[config.mk]
export PLATFORM = sky130hd
export DESIGN_NAME = swau_ram
export DESIGN_NICKNAME = d
export VERILOG_FILES = /design/src/hw/rtl/swau_ram.sv
export SDC_FILE = /design/constraint.sdc
export NUM_CORES = 1
export LEC_CHECK = 0
export BUFFER_PORTS_ARGS = -buffer_cell sky130_fd_sc_hd__buf_2
export CAP_MARGIN = 20
export CORE_ASPECT_RATIO = 2
export CORE_MARGIN = 2
export CORE_UTILIZATION = 40
export DETAILED_ROUTE_END_ITERATION = 16
export SETUP_SLACK_MARGIN = 0.3
export SLEW_MARGIN = 15
export SYNTH_ARGS = -nofsm -noshare
export SYNTH_HDL_FRONTEND = slang
export SYNTH_SLANG_ARGS = --single-unit
[constraint.sdc]
create_clock -name aclk -period 4.9 [get_ports aclk]
set_input_delay 0.245 -clock aclk [delete_from_list [all_inputs] [get_ports aclk]]
set_output_delay 0.245 -clock aclk [all_outputs]
set_load 0.005 [all_outputs]
[src/hw/rtl/swau_ram.sv]
// ============================================================================
// Generic simple dual-port RAM
// One write port and one read port, read data registered.
// ============================================================================
module swau_ram #(
    parameter int WIDTH = 8,
    parameter int DEPTH = 16,
    localparam int ADDR_W = (DEPTH > 1) ? $clog2(DEPTH) : 1
) (
    input  logic              aclk,
    input  logic              wr_en,
    input  logic [ADDR_W-1:0] wr_addr,
    input  logic [WIDTH-1:0]  wr_data,
    input  logic [ADDR_W-1:0] rd_addr,
    output logic [WIDTH-1:0]  rd_data
);

    logic [WIDTH-1:0] mem [DEPTH];
    logic [WIDTH-1:0] rd_data_reg;

    always_ff @(posedge aclk) begin
        if (wr_en) begin
            mem[wr_addr] <= wr_data;
        end
        rd_data_reg <= mem[rd_addr];
    end

    assign rd_data = rd_data_reg;

endmodule

# Word-level counts from Yosys, hierarchy flattened
# Memory sizes are Yosys's and may differ from the RTL's. A register that Yosys moved wholly into a read port is not among the register bits.
# Index checks and enable logic that the tools add are counted.
# word_totals
input_bits,18
latch_bits,0
word_cells,3
mem_bits_ro,0
mem_count,1
output_inout_bits,8
ff_bits,0
ram_bits,128
# classes
addsub,0
div_mod_pow,0
n_reduce_logical,0
mul,0
mux,2
shifts,0
n_eq_ne,0
bitwise,0
n_lt_le_gt_ge,0
# memory_table
name,depth,word_bits,rd,rd_clocked_by_memory_dff,write_ports,line_no,rtl
mem,16,8,1,1,1,18,logic [WIDTH-1:0] mem [DEPTH];
# op_table
op,n
$mux W1,2

# Depth between registers and ports, before layout
# depth
word_depth,2
mapped_depth,5
ltp_nobuf,3

# Worst setup path after synthesis
# Ideal clock, no wire load.
# synth_timing
kind,input to register
from,input wr_addr[2]
to,memory mem[0][0] (enable)
setup_time_ps,383
n_path_buf,0
required_ps,4517
setup_slack_ps,3162
cell_stages,2
arrival_time_ps,1355
path_cell_list,or3b_2 nor3_1
# synth_lines
item,line_no,rtl
from (decl),12,"input logic [ADDR_W-1:0] wr_addr,"
to (decl),18,
# No word-level cell before the write port.

==> impl_summary.log <==
INFO  metric status = finished, final reports clean
INFO  metric grt_first_pass_wirelength = 14720 um
INFO  metric largest_register_ffs = 128
INFO  metric synth_area_in_adders = 0%
INFO  metric clockPowerShare = 48.8%
INFO  metric cell_taking_the_most_area_after_synthesis = sky130_fd_sc_hd__edfxtp_1
INFO  metric place.detailed.hpwl = 6564 um
INFO  metric postCtsSetupBuffers = 0
INFO  metric worst_ep_required_time = 5.20 ns
INFO  metric ctsHoldBuffers = 0
INFO  metric antenna_found_initial = 0
INFO  metric die_w = 84.22 um
INFO  metric post_cts_resized = 0
INFO  metric fin_setup_tns = 0 ns
INFO  metric clock.fmax = 0.5648 GHz
INFO  metric comb_power_share = 4.1%
INFO  metric clockRootBuffer = sky130_fd_sc_hd__clkbuf_16
INFO  metric most_frequent_cells_in_the_layout = sky130_fd_sc_hd__edfxtp_1, sky130_fd_sc_hd__buf_2, sky130_fd_sc_hd__mux4_2, sky130_fd_sc_hd__clkbuf_16, sky130_fd_sc_hd__a22oi_1
INFO  metric numPortBuffers = 25
INFO  metric maxCapViolations = 0
INFO  metric post_cts_clock_slew_at_the_launch_and_capture_registers_of_the_worst_setup_and_hold_paths = 0.06 ns
INFO  metric timing.final.max_slew_violations = 0
INFO  metric grt_util_all_layers = 15.40%
INFO  metric clock_skew = 0.004414 ns
INFO  metric worstSkewPairLatency = 0.41 ns
INFO  metric maxSlewHeadroom = 26.90%
INFO  metric setup_violations = 0
INFO  metric synth-simple-area-share = 3.184%
INFO  metric synth_top_family_by_area = multiplexers
INFO  metric crit_path_top_delay_cell = sky130_fd_sc_hd__buf_2
INFO  metric starting_density_of_the_core = 41.00%
INFO  metric cts_tree = done
INFO  metric netlist_top_cells_area = sky130_fd_sc_hd__edfxtp_1, sky130_fd_sc_hd__mux4_2, sky130_fd_sc_hd__mux4_1
INFO  metric criticalPathCategory = input port to flop
INFO  metric fraction_of_synthesized_cell_area_in_xor_and_xnor_cells = 0%
INFO  metric gpl.final_weighted_congestion = 0.6806
INFO  metric std_cell_rows = 58
INFO  metric synthesis.area_per_instance = 22.48 um^2
INFO  metric drt-vias-per-instance = 5.518
INFO  metric wl_per_cell = 23.47 um
INFO  metric dieArea = 13850 um^2
INFO  metric synthesis.instances = 229
INFO  metric coreArea = 12550 um^2
INFO  metric detailed_route_wire_length = 9974 um
INFO  metric number_of_warnings_reported_in_the_yosys_synthesis_log = 0
INFO  metric syn_nets = 247
INFO  metric drt_pre_antenna_iters = 5
INFO  metric fraction_of_final_layout_cells_with_drive_strength_greater_than_1 = 28.00%
INFO  metric synth.yosys.seq_area_share = 77.78%
INFO  metric synthDominantCellAreaShare = 74.67%
INFO  metric num_antenna_cells = 0
INFO  metric synth_mux_area_share = 15.02%
INFO  metric period_needed = 1.771 ns
INFO  metric critPathArrivalTime = 2.07 ns
INFO  metric sw_share = 19.17%
INFO  metric tritoncts_num_sinks = 136
INFO  metric mappedNetlistArea = 5147 um^2
INFO  metric ys_seq_elements = 136
INFO  metric cp_cell_sequence = buf_2, mux4_1, a22oi_1, nand2_1
INFO  metric vdd_drop_max = 273.6 uV
INFO  metric final_net_count = 281
INFO  metric grt_setup_unrepaired = false
INFO  metric sequentialPowerShare = 47.2%
INFO  metric worst_hold_slack_across_all_endpoints = 0.2207 ns
INFO  metric critPathMaxFanout = 32
INFO  metric layout-area-overhead-vs-synth = 17.06%
INFO  metric maximum_number_of_pins_on_one_net_before_global_route_repair = 33
INFO  metric min_path_type = input port to flop
INFO  metric depth_of_the_cts_h_tree = 4
INFO  metric via_count = 2345
INFO  metric power_report.internal_total = 2241 uW
INFO  metric synth_cell_type_count = 19
INFO  metric final_antenna_net_count = 0
INFO  metric synth_compound_area_share = 2.333%
INFO  metric report.final.hold_viol_count = 0
INFO  metric drcViolationCount = 0
INFO  metric power_leakage = 0.001994 uW
INFO  metric mostFrequentLayoutCell = sky130_fd_sc_hd__edfxtp_1
INFO  metric ctsLongestPathBuffers = 2
INFO  metric preCtsSetupSlack = 2.621 ns
INFO  metric floorplan.die.height = 164.4 um
INFO  metric critical_path.endpoint_type = flop
INFO  metric setup_slack = 3.129 ns
INFO  metric worst-slew-pin-transition = 1.092 ns
INFO  metric detail_route.iter0.violations = 202
INFO  metric worst_path_largest_cell_delay = 0.76 ns
INFO  metric top_level_ports = 26
INFO  metric overflow = 0
INFO  metric crit_path_start_kind = input port
INFO  metric min_period_over_period = 36.14%
INFO  metric grt_pass1_vias = 2485
INFO  metric power_density = 460.1 nW/um^2
INFO  metric net-switching-power = 531.6 uW
INFO  metric cts_bufs_inserted = 17
-- area by class of cell --
| type | instances | area, um^2 |
|---|---|---|
| Multi-Input combinational cell | 83 | 1077 |
| Clock buffer | 17 | 425.4 |
| Sequential cell | 136 | 4004 |
| Clock inverter | 14 | 206.4 |
| Timing Repair Buffer | 25 | 125.1 |
| Fill cell | 1048 | 6529 |
| Tap cell | 150 | 187.7 |
-- final timing paths --
check             start         end  slack (ns)  depth (start not counted)
min reg2reg  mem[14][2]  rd_data[2]        0.67                          3
max reg2reg   mem[1][0]  rd_data[0]        3.54                          3
max          rd_addr[0]  rd_data[1]        3.13                          4
min          wr_data[6]   mem[1][6]        0.22                          1
-- critical path: cells and delay by family --
| family | cells | cell delay (ns) |
|---|---|---|
| compound gates | 1 | 0.25 |
| buf+inv | 1 | 0.76 |
| simple gates | 1 | 0.08 |
| mux | 1 | 0.70 |
-- through the flow --
step                      instance area (um^2)  utilization, %  power, uW  instances
after global routing                      6026           48.00       2843        425
after detailed placement                  5394           42.96       1448        394
after CTS                                 6026           48.00       2788        425
after global placement                    5389           42.92       1444        394
final                                     6026           48.00       2773        425
after floorplan                           5147               -       1397        229
-- cells by family (layout without fill, tap and decap cells) --
logic type             count (synthesis)  in the layout
multiplexers                          32             32
AND/OR/NAND/NOR                       35             35
AO/OA/AOI/OAI                         16             16
buffers and inverters                 10             56
flip-flops                           136            136
-- power by group through the flow --
stage	combinational [uW]	sequential [uW]	clock, uW
floorplan	66.0	1330	0
global placement	112	1330	0
detailed placement	115	1330	0
CTS	115	1310	1360
global route	121	1310	1410
finish	112	1310	1350
-- per-layer routing --
layer	GRT usage, %	share of wire, %
met1	15.98	37
met5	0	0
met2	27.63	57
met3	4.898	3.5
met4	7.698	2.2
-- cell usage after synthesis (all sizes together) --
cell,n
nand3,1
and2b,1
nand3b,2
buf,7
nor3,4
or3b,1
and2,1
nor2,13
nand2b,2
nand2,9
clkdlybuf4s25,3
nor2b,1
a22oi,16
mux4,32
edfxtp,128
dfxtp,8
Power figures use the tool's default switching activity.
