File: src/hw/rtl/swau_pkg.sv
// ============================================================================
// Sliding-window airtime utilisation: shared package
// Field widths, scaling constants and the sequencer state type.
// ============================================================================
package swau_pkg;

    // Input fields
    localparam int TS_W      = 63;
    localparam int AIR_W     = 16;
    localparam int S_TDATA_W = ((TS_W + AIR_W + 7) / 8) * 8;

    // Result fields
    localparam int UTIL_W = 14;

    localparam int DEF_RING_DEPTH = 1024;

    // One-second window, held at the width of the timestamp compare
    localparam int                CMP_W     = TS_W + 1;
    localparam logic [CMP_W-1:0]  WINDOW_US = CMP_W'(1000000);

    // Utilisation is floor(sum / 100), capped at 10000. Any sum of at least
    // 1000000 gives the cap; below that the quotient comes from a reciprocal
    // multiply, exact for every 20-bit operand under the cap.
    localparam logic [UTIL_W-1:0] UTIL_CAP     = UTIL_W'(10000);
    localparam int                UTIL_CAP_SUM = 1000000;
    localparam int                SCALE_IN_W   = 20;
    localparam int                RECIP_W      = 21;
    localparam int                RECIP_SHIFT  = 27;
    localparam logic [RECIP_W-1:0] RECIP_100   = RECIP_W'(1342178);
    localparam int                PROD_W       = SCALE_IN_W + RECIP_W;

    typedef enum logic [2:0] {
        ST_IDLE,
        ST_FETCH,
        ST_CHECK,
        ST_APPEND,
        ST_SCALE,
        ST_RESULT
    } swau_state_t;

endpackage

File: src/hw/rtl/swau_scale.sv
// ============================================================================
// Utilisation scaler
// Turns the airtime sum into hundredths of a percent with a capped
// reciprocal multiply; the result is ready in the cycle after start.
// ============================================================================
module swau_scale
    import swau_pkg::*;
#(
    parameter int SUM_W = AIR_W + 11
) (
    input  logic              aclk,
    input  logic              start,
    input  logic [SUM_W-1:0]  sum,
    output logic [UTIL_W-1:0] util
);

    localparam int EXT_W = (SUM_W > SCALE_IN_W) ? SUM_W : SCALE_IN_W;

    logic [EXT_W-1:0]  sum_ext;
    logic              cap_next;
    logic [PROD_W-1:0] prod_next;
    logic              cap_reg;
    logic [PROD_W-1:0] prod_reg;

    always_comb begin
        sum_ext   = EXT_W'(sum);
        cap_next  = (sum_ext >= EXT_W'(UTIL_CAP_SUM));
        prod_next = PROD_W'(sum_ext[SCALE_IN_W-1:0]) * PROD_W'(RECIP_100);
    end

    always_ff @(posedge aclk) begin
        if (start) begin
            cap_reg  <= cap_next;
            prod_reg <= prod_next;
        end
    end

    assign util = cap_reg ? UTIL_CAP : prod_reg[RECIP_SHIFT +: UTIL_W];

endmodule

File: config.mk
export PLATFORM = sky130hd
export DESIGN_NAME = swau_scale
export DESIGN_NICKNAME = d
export VERILOG_FILES = /design/src/hw/rtl/swau_pkg.sv /design/src/hw/rtl/swau_scale.sv
export SDC_FILE = /design/constraint.sdc
export NUM_CORES = 1
export LEC_CHECK = 0
export BUFFER_PORTS_ARGS = -buffer_cell sky130_fd_sc_hd__clkbuf_2
export CORE_UTILIZATION = 55
export DETAILED_ROUTE_END_ITERATION = 10
export GPL_TIMING_DRIVEN = 0
export PLACE_DENSITY = 0.78
export SETUP_SLACK_MARGIN = 0.5
export SYNTH_ARGS = -nofsm -noshare
export SYNTH_HDL_FRONTEND = slang
export SYNTH_SLANG_ARGS = --single-unit
export TNS_END_PERCENT = 5
File: constraint.sdc
create_clock -name aclk -period 10.94 [get_ports aclk]
set_input_delay 2.188 -clock aclk [delete_from_list [all_inputs] [get_ports aclk]]
set_output_delay 2.188 -clock aclk [all_outputs]
set_load 0.02 [all_outputs]
# Word level (Yosys, flattened, before mapping)
# Index checks and enable logic that the tools add are counted.
classes:
  mux: 1
  n_lt_le_gt_ge: 1
  multipliers: 1
ops:
  columns: ["operator", "count"]
  rows:
  - ["20-bit by 20-bit multiplier with 40-bit output (second input constant)", 1]
  - ["27-bit by 20-bit greater-or-equal comparator with 1-bit output (second input constant)", 1]
  - ["14-bit two-way mux", 1]
word_totals:
  in_bits: 29
  output_inout_bits: 14
  wordCells: 5
  register_bits: 41

# Depth between registers and ports, before layout
# Gate-level depths: netlist (run 1).
logic_depth:
  word_depth: 1
  depth_mapped: 22
  depth_no_buf: 22

# Worst setup path before layout (run 1)
# OpenSTA, ideal clock, no wires.
synth_timing:
  kind: "input to register"
  from: "input port sum[9]"
  to: "register prod_reg[37] (data pin)"
  setup_ns: 0.258
  path_stages: 19
  path_buffers: 0
  slack_ns: 3.461
  t_required_ns: 10.682
  arrival_time_ns: 7.221
  cell_sequence: "ha_1 -> fa_1 -> inv_1 -> fa_1 -> inv_1 -> fa_1 -> fa_1 -> fa_1 -> inv_1 -> fa_1 -> inv_1 -> ha_1 -> a21oi_1 -> o211ai_1 -> a31oi_1 -> a2111oi_4 -> o31ai_2 -> o21bai_2 -> xnor2_1"
synth_between:
  elab_chain_len: 1
synth_lines:
  columns: ["item", "line_no", "rtl"]
  rows:
  - ["from (decl)", "swau_scale.sv:13", "input logic [SUM_W-1:0] sum,"]
  - ["20-bit by 20-bit multiplier with 40-bit output", "swau_scale.sv:28", "prod_next = PROD_W'(sum_ext[SCALE_IN_W-1:0]) * PROD_W'(RECIP_100);"]
  - ["via prod_next[37]", "swau_scale.sv:21", "logic [PROD_W-1:0] prod_next;"]
  - ["to (signal assigned)", "swau_scale.sv:34", "prod_reg <= prod_next;"]
  - ["to (decl)", "swau_scale.sv:23", "logic [PROD_W-1:0] prod_reg;"]
# The timed path passes the listed nets, and every way through them passes these cells.
# A chain may end at the register's enable or synchronous reset.

# Worst setup path in the final report (run 1)
layout_timing:
  from: "input port sum[13]"
  to: "register prod_reg[37] (data pin)"
# The elaborated chain is that of the path after synthesis.

==> results of run 1 <==
[critical path, stage by stage]
cell	delay (ps)
clkbuf_2	320
inv_1	150
ha_1	300
inv_1	40
fa_1	480
inv_1	60
fa_1	510
inv_1	50
fa_1	470
fa_1	520
fa_1	570
inv_1	60
fa_1	500
inv_1	40
ha_1	320
a21oi_1	260
o211ai_1	130
a31oi_1	290
a2111oi_4	150
o31ai_2	400
o21bai_2	100
xnor2_1	120
[cell families (layout without fill, tap and decap cells)]
kind of cell,count (synthesis),in the layout,share of synthesized area
compound gates,96,96,0.0770
xor+xnor,15,15,0.0151
fa+ha+maj,378,378,0.669
buf+inv,293,339,0.127
flops,15,15,0.0519
mux,1,1,0.00115
simple gates,93,93,0.0582
[final cells by class]
class / instances / share of cell area
multi-input cells: 583 / 0.772
inverters: 291 / 0.118
flip-flops and latches: 15 / 0.0488
well taps: 211 / 0.0286
repair buffers: 42 / 0.0228
clock buffers: 4 / 0.00854
plain buffers: 2 / 0.00122
[path summary, 6_finish.rpt]
kind	startpoint	endpoint	slack (ps)
setup / recovery	sum[13]	prod_reg[37]	2890
hold / removal	sum[20]	cap_reg	2390
[layout by cell type (no fill, tap or decap), types with 3 or more instances in the layout]
cell / n
nand2_1: 25
xnor2_1: 12
o21bai_1: 5
o211ai_1: 3
a21o_1: 9
nand4_1: 9
o21ai_2: 3
nand3_1: 10
o21ai_1: 7
inv_1: 291
xor2_1: 3
clkbuf_2: 42
edfxtp_1: 15
clkbuf_16: 3
nor3_1: 5
fa_1: 144
ha_1: 234
nor2b_1: 12
o21ai_0: 7
a21oi_1: 36
nor2_1: 13
a221oi_1: 3
a31oi_1: 4
or2_2: 5
[routing by layer]
layer	GRT usage	wire (um)
met3	0.0168	618
met2	0.433	9280
met5	0	0
met4	0.0484	367
met1	0.327	8040
[through the flow]
step,hold WS [ps],area [um2],cells
2_1_floorplan,2300,8680,891
6_report,2390,9230,1148
3_3_place_gp,2630,9150,1144
5_1_grt,2390,9230,1148
3_5_place_dp,2640,9150,1144
4_1_cts,2400,9230,1148
==> impl_table.tex, run 1 <==
\begin{tabular}{lr}
\hline
Metric & Value \\
\hline
\multicolumn{2}{l}{\textbf{Status}} \\
\quad Outcome & finished clean \\
\multicolumn{2}{l}{\textbf{Floorplan}} \\
\quad Initial Util & 0.567 \\
\quad Die span in x & about 130 um \\
\quad Core area & roughly 0.015 mm2 \\
\quad Die ar. & $\sim$0.016 mm2 \\
\quad Count of boundary I/O pins & between 40 and 50 \\
\quad Standard-cell row count & between 40 and 50 \\
\quad Chip Height & roughly 130 um \\
\multicolumn{2}{l}{\textbf{CTS}} \\
\quad Num Clock Sinks & 15 \\
\quad H-Tree Depth & 1 \\
\quad Clk Tree Root Cell & clkbuf\_16 \\
\quad Cts hold-fix bufs & 0 \\
\quad Clock-pin transition on the worst setup and hold timing paths & around 40 ps \\
\quad \# Post-CTS Setup Buffers & 0 \\
\quad CTS resizes & 0 \\
\quad TritonCTS clock tree & done \\
\quad Number of buffers created by CTS & 3 \\
\quad Buffers from clock root to sink, at most & 2 \\
\multicolumn{2}{l}{\textbf{Global routing}} \\
\quad Gr usage total & 0.243 \\
\quad Vias in the first global route & about 6400 \\
\quad Grt total ovfl & 0 \\
\quad First-pass GRT wire length & 30800 um \\
\quad Initial antenna violation count & 0 \\
\quad Pin count of the biggest net entering global routing & 16 \\
\multicolumn{2}{l}{\textbf{Critical path}} \\
\quad Worst Setup End Kind & flop \\
\quad CP max FO & 9 \\
\quad Arrival time reported for the critical path endpoint & 8040 ps \\
\quad Data required time at the worst endpoint & 10930 ps \\
\quad Worst setup SP type & primary input \\
\quad Setup Crit Path Kind & in2reg \\
\multicolumn{2}{l}{\textbf{STA}} \\
\quad Worst-case headroom to the max-slew limit & 0.654 \\
\quad Slew @ Worst Pin & slightly above 500 ps \\
\quad Share of the clock period used by the worst path after layout & 0.736 \\
\quad Slew Limit Fails & 0 \\
\quad Endpoints failing hold & 0 \\
\quad Setup-failing EPs final & 0 \\
\quad Setup repair after global routing missed its margin & no \\
\quad Max Clk Rate & between 100 and 150 MHz \\
\quad Final worst setup slack & between 2000 and 3000 ps \\
\quad Aggregate negative setup slack & 0 ps \\
\quad Fin crit period & between 8000 and 9000 ps \\
\multicolumn{2}{l}{\textbf{Job}} \\
\quad Max cap viols & 0 \\
\multicolumn{2}{l}{\textbf{Worst hold path}} \\
\quad Path class of the lowest-slack min-delay path & in2reg \\
\quad Cell depth of the worst hold path & 3 \\
\multicolumn{2}{l}{\textbf{Finish}} \\
\quad Antenna Cells & 0 \\
\quad Share of the core filled with cells & 0.603 \\
\quad Post-synthesis to final-layout area growth & 6.37\% \\
\quad Share of final-layout standard cells stronger than drive strength 1 & 0.0747 \\
\quad Number of nets at the end of the flow & about 1300 \\
\quad Area of the multi-input gates & between 0.007 and 0.008 mm2 \\
\quad Fillers & 1303 \\
\quad Seq. cell area & $\sim$450 um2 \\
\quad Number of flip-flops under the largest register name & 14 \\
\multicolumn{2}{l}{\textbf{Synthesis}} \\
\quad Net count of the mapped netlist & 1298 \\
\quad Most frequently used flop master after synthesis & edfxtp\_1 \\
\quad Synth top area cells & ha\_1 34\%, fa\_1 33\%, inv\_1 13\%, edfxtp\_1 5.2\%, a21oi\_1 2.1\% \\
\quad Sequential share of the synthesized area & 0.0519 \\
\quad Area share of the leading cell type in the synthesized netlist & 0.337 \\
\quad Share of flip-flops with an asynchronous set or reset & 0 \\
\quad Most common library cells after synthesis & 291 x inv\_1, 234 x ha\_1, 144 x fa\_1 \\
\quad Synth Cell Area & $\sim$0.0087 mm2 \\
\quad Distinct cell type count after synthesis & 51 \\
\quad Instance count of the mapped netlist & about 890 \\
\quad Number of flops mapped to enable cells by yosys & 15 \\
\quad Ys Warns & 0 \\
\quad Most frequently used cell type in the post-synthesis netlist & inv\_1 \\
\quad Mean area per synthesized cell & 9.74 um2 \\
\quad Largest area contributor in the synthesized netlist & ha\_1 \\
\quad Seq cells post-synth & 15 \\
\multicolumn{2}{l}{\textbf{Detailed routing}} \\
\quad Routed WL per cell & approximately 16 um \\
\quad Total DRC errors in the routed layout & 0 \\
\quad Via count & around 6000 \\
\quad First-pass iteration count of the detailed router & 5 \\
\quad Number of violations reported at the end of detailed-routing iteration 0 & around 260 \\
\quad Vias per inst & approximately 5.2 \\
\quad Routed Wire Length & 18300 um \\
\quad Remaining antenna violation count & 0 \\
\multicolumn{2}{l}{\textbf{Placement}} \\
\quad Final estimated routing congestion in global placement & $\sim$0.92 \\
\quad Placed wire-length estimate after detailed placement & between 15000 and 20000 um \\
\quad Worst-case setup slack after placement & about 2600 ps \\
\quad Count of input and output buffers & 42 \\
\hline
\end{tabular}
Power of run 1 is left out: the tool's default activity adds up to more than one toggle a clock period on the data nets, which glitch-free logic cannot reach.
==> run 2, diff against run 1 <==
ABC_AREA = 1   (was default)
clock period = 8.4 ns   (was 10.94 ns; I/O delays follow)
==> impl_table.tex, run 2 <==
\begin{tabular}{lr}
\hline
Metric & Value \\
\hline
\multicolumn{2}{l}{\textbf{CTS}} \\
\quad Cts hold-fix bufs & 0 (unchanged) \\
\quad Number of buffers created by CTS & 3 (unchanged) \\
\quad TritonCTS clock tree & done (unchanged) \\
\quad Clk Tree Root Cell & clkbuf\_16 (unchanged) \\
\quad H-Tree Depth & 1 (unchanged) \\
\quad \# Post-CTS Setup Buffers & 0 (unchanged) \\
\quad Clock-pin transition on the worst setup and hold timing paths & 40 ps (about the same) \\
\quad Buffers from clock root to sink, at most & 2 (unchanged) \\
\quad CTS resizes & 0 (unchanged) \\
\quad Num Clock Sinks & 15 (unchanged) \\
\multicolumn{2}{l}{\textbf{Placement}} \\
\quad Final estimated routing congestion in global placement & 0.929 (was 0.917) \\
\quad Count of input and output buffers & 42 (unchanged) \\
\quad Placed standard-cell area & 0.00960 mm2 (was 0.00915 mm2) \\
\quad Placed wire-length estimate after detailed placement & 18500 um (was 16600 um) \\
\multicolumn{2}{l}{\textbf{STA}} \\
\quad Tightest hold margin & 1930 ps (was 2390 ps) \\
\quad Share of the clock period used by the worst path after layout & 0.861 \\
\quad Slew Limit Fails & 0 (unchanged) \\
\quad Setup-failing EPs final & 0 (unchanged) \\
\quad Aggregate negative setup slack & 0 ps (unchanged) \\
\quad Setup repair after global routing missed its margin & no (unchanged) \\
\quad Fin crit period & approximately 7200 ps \\
\quad Worst-case headroom to the max-slew limit & 0.490 (was 0.654) \\
\quad Endpoints failing hold & 0 (unchanged) \\
\quad Max Clk Rate & about 140 MHz \\
\quad Slew @ Worst Pin & 756 ps (was 512 ps) \\
\multicolumn{2}{l}{\textbf{Floorplan}} \\
\quad Core area & 0.0161 mm2 (was 0.0153 mm2) \\
\quad Die ar. & 0.0171 mm2 (was 0.0163 mm2) \\
\quad Initial Util & 0.568 (was 0.567) \\
\quad Count of boundary I/O pins & 43 (unchanged) \\
\quad Die span in x & 131 um (was 128 um) \\
\quad Chip Height & 131 um (was 128 um) \\
\quad Standard-cell row count & 46 (was 45) \\
\multicolumn{2}{l}{\textbf{Finish}} \\
\quad Non-Filler Cell Area, Final & 0.00968 mm2 (was 0.00923 mm2) \\
\quad Area of the multi-input gates & 0.00742 mm2 (was 0.00713 mm2) \\
\quad Antenna Cells & 0 (unchanged) \\
\quad Post-synthesis to final-layout area growth & 6.13\% (was 6.37\%) \\
\quad Share of the core filled with cells & 0.603 (about the same) \\
\quad Fillers & 1431 (was 1303) \\
\quad Highest-count cells in the layout ignoring fill and taps & 331 x inv\_1, 234 x ha\_1, 144 x fa\_1, 136 x nand2\_1, 52 x nor2\_1 (was 291 x inv\_1, 234 x ha\_1, 144 x fa\_1, 42 x clkbuf\_2, 36 x a21oi\_1) \\
\quad Number of nets at the end of the flow & 1521 (was 1345) \\
\quad Number of flip-flops under the largest register name & 14 (unchanged) \\
\quad Seq. cell area & 450 um2 (unchanged) \\
\quad Share of final-layout standard cells stronger than drive strength 1 & 0.0647 (was 0.0747) \\
\quad Most common cell after layout, fill and taps aside & inv\_1 (unchanged) \\
\multicolumn{2}{l}{\textbf{Synthesis}} \\
\quad Sequential share of the synthesized area & 0.0494 (was 0.0519) \\
\quad Number of flops mapped to enable cells by yosys & 15 (unchanged) \\
\quad Share of flip-flops with an asynchronous set or reset & 0 (unchanged) \\
\quad Synth top area cells & ha\_1 32\%, fa\_1 32\%, inv\_1 14\%, nand2\_1 5.6\%, edfxtp\_1 4.9\% (was ha\_1 34\%, fa\_1 33\%, inv\_1 13\%, edfxtp\_1 5.2\%, a21oi\_1 2.1\%) \\
\quad Synth Cell Area & 0.00912 mm2 (was 0.00868 mm2) \\
\quad Seq cells post-synth & 15 (unchanged) \\
\quad Most common library cells after synthesis & 331 x inv\_1, 234 x ha\_1, 144 x fa\_1 (was 291 x inv\_1, 234 x ha\_1, 144 x fa\_1) \\
\quad Area share of the leading cell type in the synthesized netlist & 0.321 (was 0.337) \\
\quad Net count of the mapped netlist & 1474 (was 1298) \\
\quad Most frequently used cell type in the post-synthesis netlist & inv\_1 (unchanged) \\
\quad Distinct cell type count after synthesis & 31 (was 51) \\
\quad Instance count of the mapped netlist & 1067 (was 891) \\
\quad Largest area contributor in the synthesized netlist & ha\_1 (unchanged) \\
\quad Mean area per synthesized cell & 8.55 um2 (was 9.74 um2) \\
\quad Most frequently used flop master after synthesis & edfxtp\_1 (unchanged) \\
\quad Ys Warns & 0 (unchanged) \\
\multicolumn{2}{l}{\textbf{Critical path}} \\
\quad Worst setup SP type & primary input (unchanged) \\
\quad Arrival time reported for the critical path endpoint & 7220 ps (was 8040 ps) \\
\quad Worst Setup End Kind & flop (unchanged) \\
\quad Setup Crit Path Kind & in2reg (unchanged) \\
\quad Data required time at the worst endpoint & 8390 ps (was 10930 ps) \\
\quad CP max FO & 9 (unchanged) \\
\multicolumn{2}{l}{\textbf{Global routing}} \\
\quad Vias in the first global route & 7117 (was 6362) \\
\quad Grt total ovfl & 0 (unchanged) \\
\quad Pin count of the biggest net entering global routing & 16 (unchanged) \\
\quad Initial antenna violation count & 0 (unchanged) \\
\quad First-pass GRT wire length & 34600 um (was 30800 um) \\
\quad Gr usage total & 0.266 (was 0.243) \\
\multicolumn{2}{l}{\textbf{Detailed routing}} \\
\quad Remaining antenna violation count & 0 (unchanged) \\
\quad First-pass iteration count of the detailed router & 5 (unchanged) \\
\quad Routed WL per cell & 15.4 um (was 15.9 um) \\
\quad Via count & 6819 (was 6007) \\
\quad Routed Wire Length & 20500 um (was 18300 um) \\
\quad Vias per inst & 5.13 (was 5.23) \\
\quad Number of violations reported at the end of detailed-routing iteration 0 & 364 (was 264) \\
\quad Total DRC errors in the routed layout & 0 (unchanged) \\
\multicolumn{2}{l}{\textbf{Worst hold path}} \\
\quad Cell depth of the worst hold path & 1 (was 3) \\
\quad Path class of the lowest-slack min-delay path & in2reg (unchanged) \\
\multicolumn{2}{l}{\textbf{Job}} \\
\quad Max cap viols & 0 (unchanged) \\
\multicolumn{2}{l}{\textbf{Status}} \\
\quad Outcome & finished clean (unchanged) \\
\hline
\end{tabular}
-- run 2: cell types whose count changed after synthesis, sizes merged, moves of 4 or more --
cell    change
nand3      +13
a21boi      +4
a221oi      -5
nor2       +48
xnor2       -9
nand2     +117
nor3        +5
nor2b      -12
inv        +42
o21ai       +4
-- run 2: layer usage --
metal / track usage / vias up / wire length (um)
li1: - / 3356 / -
met1: 0.346 / 3300 / 9040
met2: 0.480 / 145 / 10000
met3: 0.0354 / 18 / 986
met4: 0.0439 / 0 / 379
met5: 0 / - / 0
-- run 2: path summary, 6_finish.rpt --
| kind | start | endpoint | slack [ps] |
|---|---|---|---|
| worst max-delay path | sum[12] | prod_reg[38] | 1160 |
| worst min-delay path | start | prod_reg[27] | 1930 |
-- run 2: critical path, cell delays in order --
cell,delay [ps]
clkbuf_2,340
inv_1,170
ha_1,310
inv_1,50
fa_1,570
fa_1,460
fa_1,490
inv_1,50
fa_1,510
fa_1,580
inv_1,70
fa_1,510
inv_1,50
ha_1,320
nand2_1,70
nand2_1,60
a31oi_1,310
a21boi_0,220
nand2_1,130
nand2_1,110
nand2_1,50
nand2_1,50
nand2_1,60
-- run 2: through the flow --
step	cells	setup WS [ps]
floorplan	1067	1870
global placement	1325	941
detailed placement	1325	928
CTS	1329	1160
global route	1329	826
finish	1329	1160
-- run 2: cells by family (layout without fill, tap and decap cells) --
| kind of cell | Yosys count | after routing | share of synthesized area |
|---|---|---|---|
| adder cells (fa/ha/maj) | 378 | 378 | 0.637 |
| AND/OR/NAND/NOR | 253 | 253 | 0.120 |
| flip-flops | 15 | 15 | 0.0494 |
| XOR/XNOR | 3 | 3 | 0.00288 |
| buffers and inverters | 334 | 380 | 0.137 |
| AO/OA/AOI/OAI | 84 | 84 | 0.0533 |
-- run 2: final cells by class --
cell class / count / area share
timing repair buffer: 42 / 0.0217
multi-input combinational: 718 / 0.766
inverter: 333 / 0.129
buffer: 1 / 0.000388
clock buffer: 4 / 0.00814
tap: 216 / 0.0279
sequential: 15 / 0.0465
Power of run 2 is left out for the same reason.
==> run 3, diff against run 2 <==
ABC_AREA = default   (was 1)
CORE_MARGIN = 2   (was default)
==> impl_table.tex, run 3 (synthesis results as in run 1) <==
\begin{tabular}{lr}
\hline
Metric & Value \\
\hline
\multicolumn{2}{l}{\textbf{Status}} \\
\quad Outcome & finished clean (unchanged) \\
\multicolumn{2}{l}{\textbf{Global routing}} \\
\quad Gr usage total & 0.227 (was 0.266) \\
\quad First-pass GRT wire length & 29800 um (was 34600 um) \\
\quad Grt total ovfl & 0 (unchanged) \\
\quad Initial antenna violation count & 0 (unchanged) \\
\quad Pin count of the biggest net entering global routing & 16 (unchanged) \\
\quad Vias in the first global route & 6181 (was 7117) \\
\multicolumn{2}{l}{\textbf{STA}} \\
\quad Setup repair after global routing missed its margin & no (unchanged) \\
\quad Worst-case headroom to the max-slew limit & 0.665 (was 0.490) \\
\quad Setup-failing EPs final & 0 (unchanged) \\
\quad Aggregate negative setup slack & 0 ps (unchanged) \\
\quad Endpoints failing hold & 0 (unchanged) \\
\quad Max Clk Rate & 131 MHz (was 138 MHz) \\
\quad Slew Limit Fails & 0 (unchanged) \\
\quad Slew @ Worst Pin & 497 ps (was 756 ps) \\
\quad Fin crit period & 7640 ps (was 7240 ps) \\
\quad Share of the clock period used by the worst path after layout & 0.910 (was 0.861) \\
\multicolumn{2}{l}{\textbf{Detailed routing}} \\
\quad Routed Wire Length & 18000 um (was 20500 um) \\
\quad First-pass iteration count of the detailed router & 5 (unchanged) \\
\quad Routed WL per cell & 15.7 um (was 15.4 um) \\
\quad Total DRC errors in the routed layout & 0 (unchanged) \\
\quad Via count & 6049 (was 6819) \\
\quad Remaining antenna violation count & 0 (unchanged) \\
\quad Vias per inst & 5.27 (was 5.13) \\
\quad Number of violations reported at the end of detailed-routing iteration 0 & 340 (was 364) \\
\multicolumn{2}{l}{\textbf{Critical path}} \\
\quad Data required time at the worst endpoint & 8390 ps (about the same) \\
\quad Arrival time reported for the critical path endpoint & 7630 ps (was 7220 ps) \\
\quad Cells traversed along the worst timing path & buf\_2, inv\_1, ha\_1, inv\_1, fa\_1, inv\_1, fa\_1, inv\_1, fa\_1, fa\_1, fa\_1, inv\_1, fa\_1, inv\_1, ha\_1, a21oi\_1, o211ai\_1, a31oi\_1, a2111oi\_4, o31ai\_2, o21bai\_2, xnor2\_1 (was clkbuf\_2, inv\_1, ha\_1, inv\_1, fa\_1, fa\_1, fa\_1, inv\_1, fa\_1, fa\_1, inv\_1, fa\_1, inv\_1, ha\_1, nand2\_1, nand2\_1, a31oi\_1, a21boi\_0, nand2\_1, nand2\_1, nand2\_1, nand2\_1, nand2\_1) \\
\quad Crit-path slowest cell & fa\_1 (unchanged) \\
\quad Critical path buffer and inverter count & 7 (was 6) \\
\quad Delay of the slowest critical-path stage & 600 ps (was 580 ps) \\
\quad CP max FO & 9 (unchanged) \\
\quad Worst setup SP type & primary input (unchanged) \\
\quad Worst Setup End Kind & flop (unchanged) \\
\quad Top cell family by delay on the critical path & adder cells (unchanged) \\
\quad Setup Crit Path Kind & in2reg (unchanged) \\
\multicolumn{2}{l}{\textbf{CTS}} \\
\quad H-Tree Depth & 1 (unchanged) \\
\quad Num Clock Sinks & 15 (unchanged) \\
\quad Buffers from clock root to sink, at most & 2 (unchanged) \\
\quad Number of buffers created by CTS & 3 (unchanged) \\
\quad Clk Tree Root Cell & clkbuf\_16 (unchanged) \\
\quad \# Post-CTS Setup Buffers & 0 (unchanged) \\
\quad Clock-pin transition on the worst setup and hold timing paths & 40 ps (about the same) \\
\quad Cts hold-fix bufs & 0 (unchanged) \\
\quad TritonCTS clock tree & done (unchanged) \\
\multicolumn{2}{l}{\textbf{Finish}} \\
\quad Fillers & 1319 (was 1431) \\
\quad Highest-count cells in the layout ignoring fill and taps & 291 x inv\_1, 234 x ha\_1, 144 x fa\_1, 41 x clkbuf\_2, 36 x a21oi\_1 (was 331 x inv\_1, 234 x ha\_1, 144 x fa\_1, 136 x nand2\_1, 52 x nor2\_1) \\
\quad Post-synthesis to final-layout area growth & 6.37\% (was 6.13\%) \\
\quad Number of nets at the end of the flow & 1345 (was 1521) \\
\quad Seq. cell area & 450 um2 (unchanged) \\
\quad Most common cell after layout, fill and taps aside & inv\_1 (unchanged) \\
\quad Share of final-layout standard cells stronger than drive strength 1 & 0.0747 (was 0.0647) \\
\quad Antenna Cells & 0 (unchanged) \\
\quad Area of the multi-input gates & 0.00713 mm2 (was 0.00742 mm2) \\
\quad Number of flip-flops under the largest register name & 14 (unchanged) \\
\multicolumn{2}{l}{\textbf{Worst hold path}} \\
\quad Path class of the lowest-slack min-delay path & in2reg (unchanged) \\
\multicolumn{2}{l}{\textbf{Floorplan}} \\
\quad Chip Height & 130 um (was 131 um) \\
\quad Standard-cell row count & 45 (was 46) \\
\quad Die ar. & 0.0168 mm2 (was 0.0171 mm2) \\
\quad Core area & 0.0153 mm2 (was 0.0161 mm2) \\
\quad Die span in x & 130 um (was 131 um) \\
\quad Initial Util & 0.567 (was 0.568) \\
\quad Count of boundary I/O pins & 43 (unchanged) \\
\multicolumn{2}{l}{\textbf{Placement}} \\
\quad Final estimated routing congestion in global placement & 0.900 (was 0.929) \\
\quad Count of input and output buffers & 42 (unchanged) \\
\quad Placed wire-length estimate after detailed placement & 16200 um (was 18500 um) \\
\multicolumn{2}{l}{\textbf{Job}} \\
\quad Max cap viols & 0 (unchanged) \\
\hline
\end{tabular}
-- run 3: cell types whose count changed in the layout (fill, tap and decap cells not counted), sizes merged, moves of 4 or more --
| cell | change |
|---|---|
| o21ai | -4 |
| nor2 | -48 |
| nand3 | -13 |
| a21boi | -4 |
| xnor2 | +9 |
| nor3 | -5 |
| inv | -42 |
| nand2 | -117 |
| a221oi | +5 |
| nor2b | +12 |
-- run 3: metrics by stage --
stage          std cells  hold slack, ps  setup slack [ps]  instance area [um2]   util
2_1_floorplan        891            1790              1430                 8680      -
3_3_place_gp        1144            2120               604                 9150  0.598
3_5_place_dp        1144            2120               492                 9150  0.598
4_1_cts             1148            1870               705                 9230  0.603
5_1_grt             1148            1890               500                 9230  0.603
6_report            1148            1870               757                 9230  0.603
-- run 3: worst paths after layout --
path | startpoint | end | slack, ps | cells past startpoint
worst min-delay path | sum[20] | cap_reg | 1870 | 3
worst max-delay path | sum[13] | prod_reg[37] | 760 | 22
-- run 3: final cells by class --
class                      instances  share of cell area
multi-input combinational        583               0.772
inverter                         291               0.118
sequential                        15              0.0488
tap                              211              0.0286
timing repair buffer              42              0.0228
clock buffer                       4             0.00854
buffer                             2             0.00122
-- run 3: repair_timing --
item | CTS | global route
resized for setup | 0 | 1
endpoints found under the setup margin | 0 | 1
hold endpoints to repair | 0 | 0
-- run 3: layer usage --
metal / track usage / share of wire / up-vias
met5: 0 / 0 / -
met4: 0.0411 / 0.024 / 0
met3: 0.0124 / 0.036 / 27
met2: 0.401 / 0.50 / 125
met1: 0.313 / 0.44 / 2994
li1: - / - / 2903
-- run 3: tightest hold or removal path: cells and delay by family --
kind                   cells  cell delay (ps)
AO/OA/AOI/OAI              1              150
buffers and inverters      1               80
AND/OR/NAND/NOR            1               60
Power of run 3 is left out for the same reason.
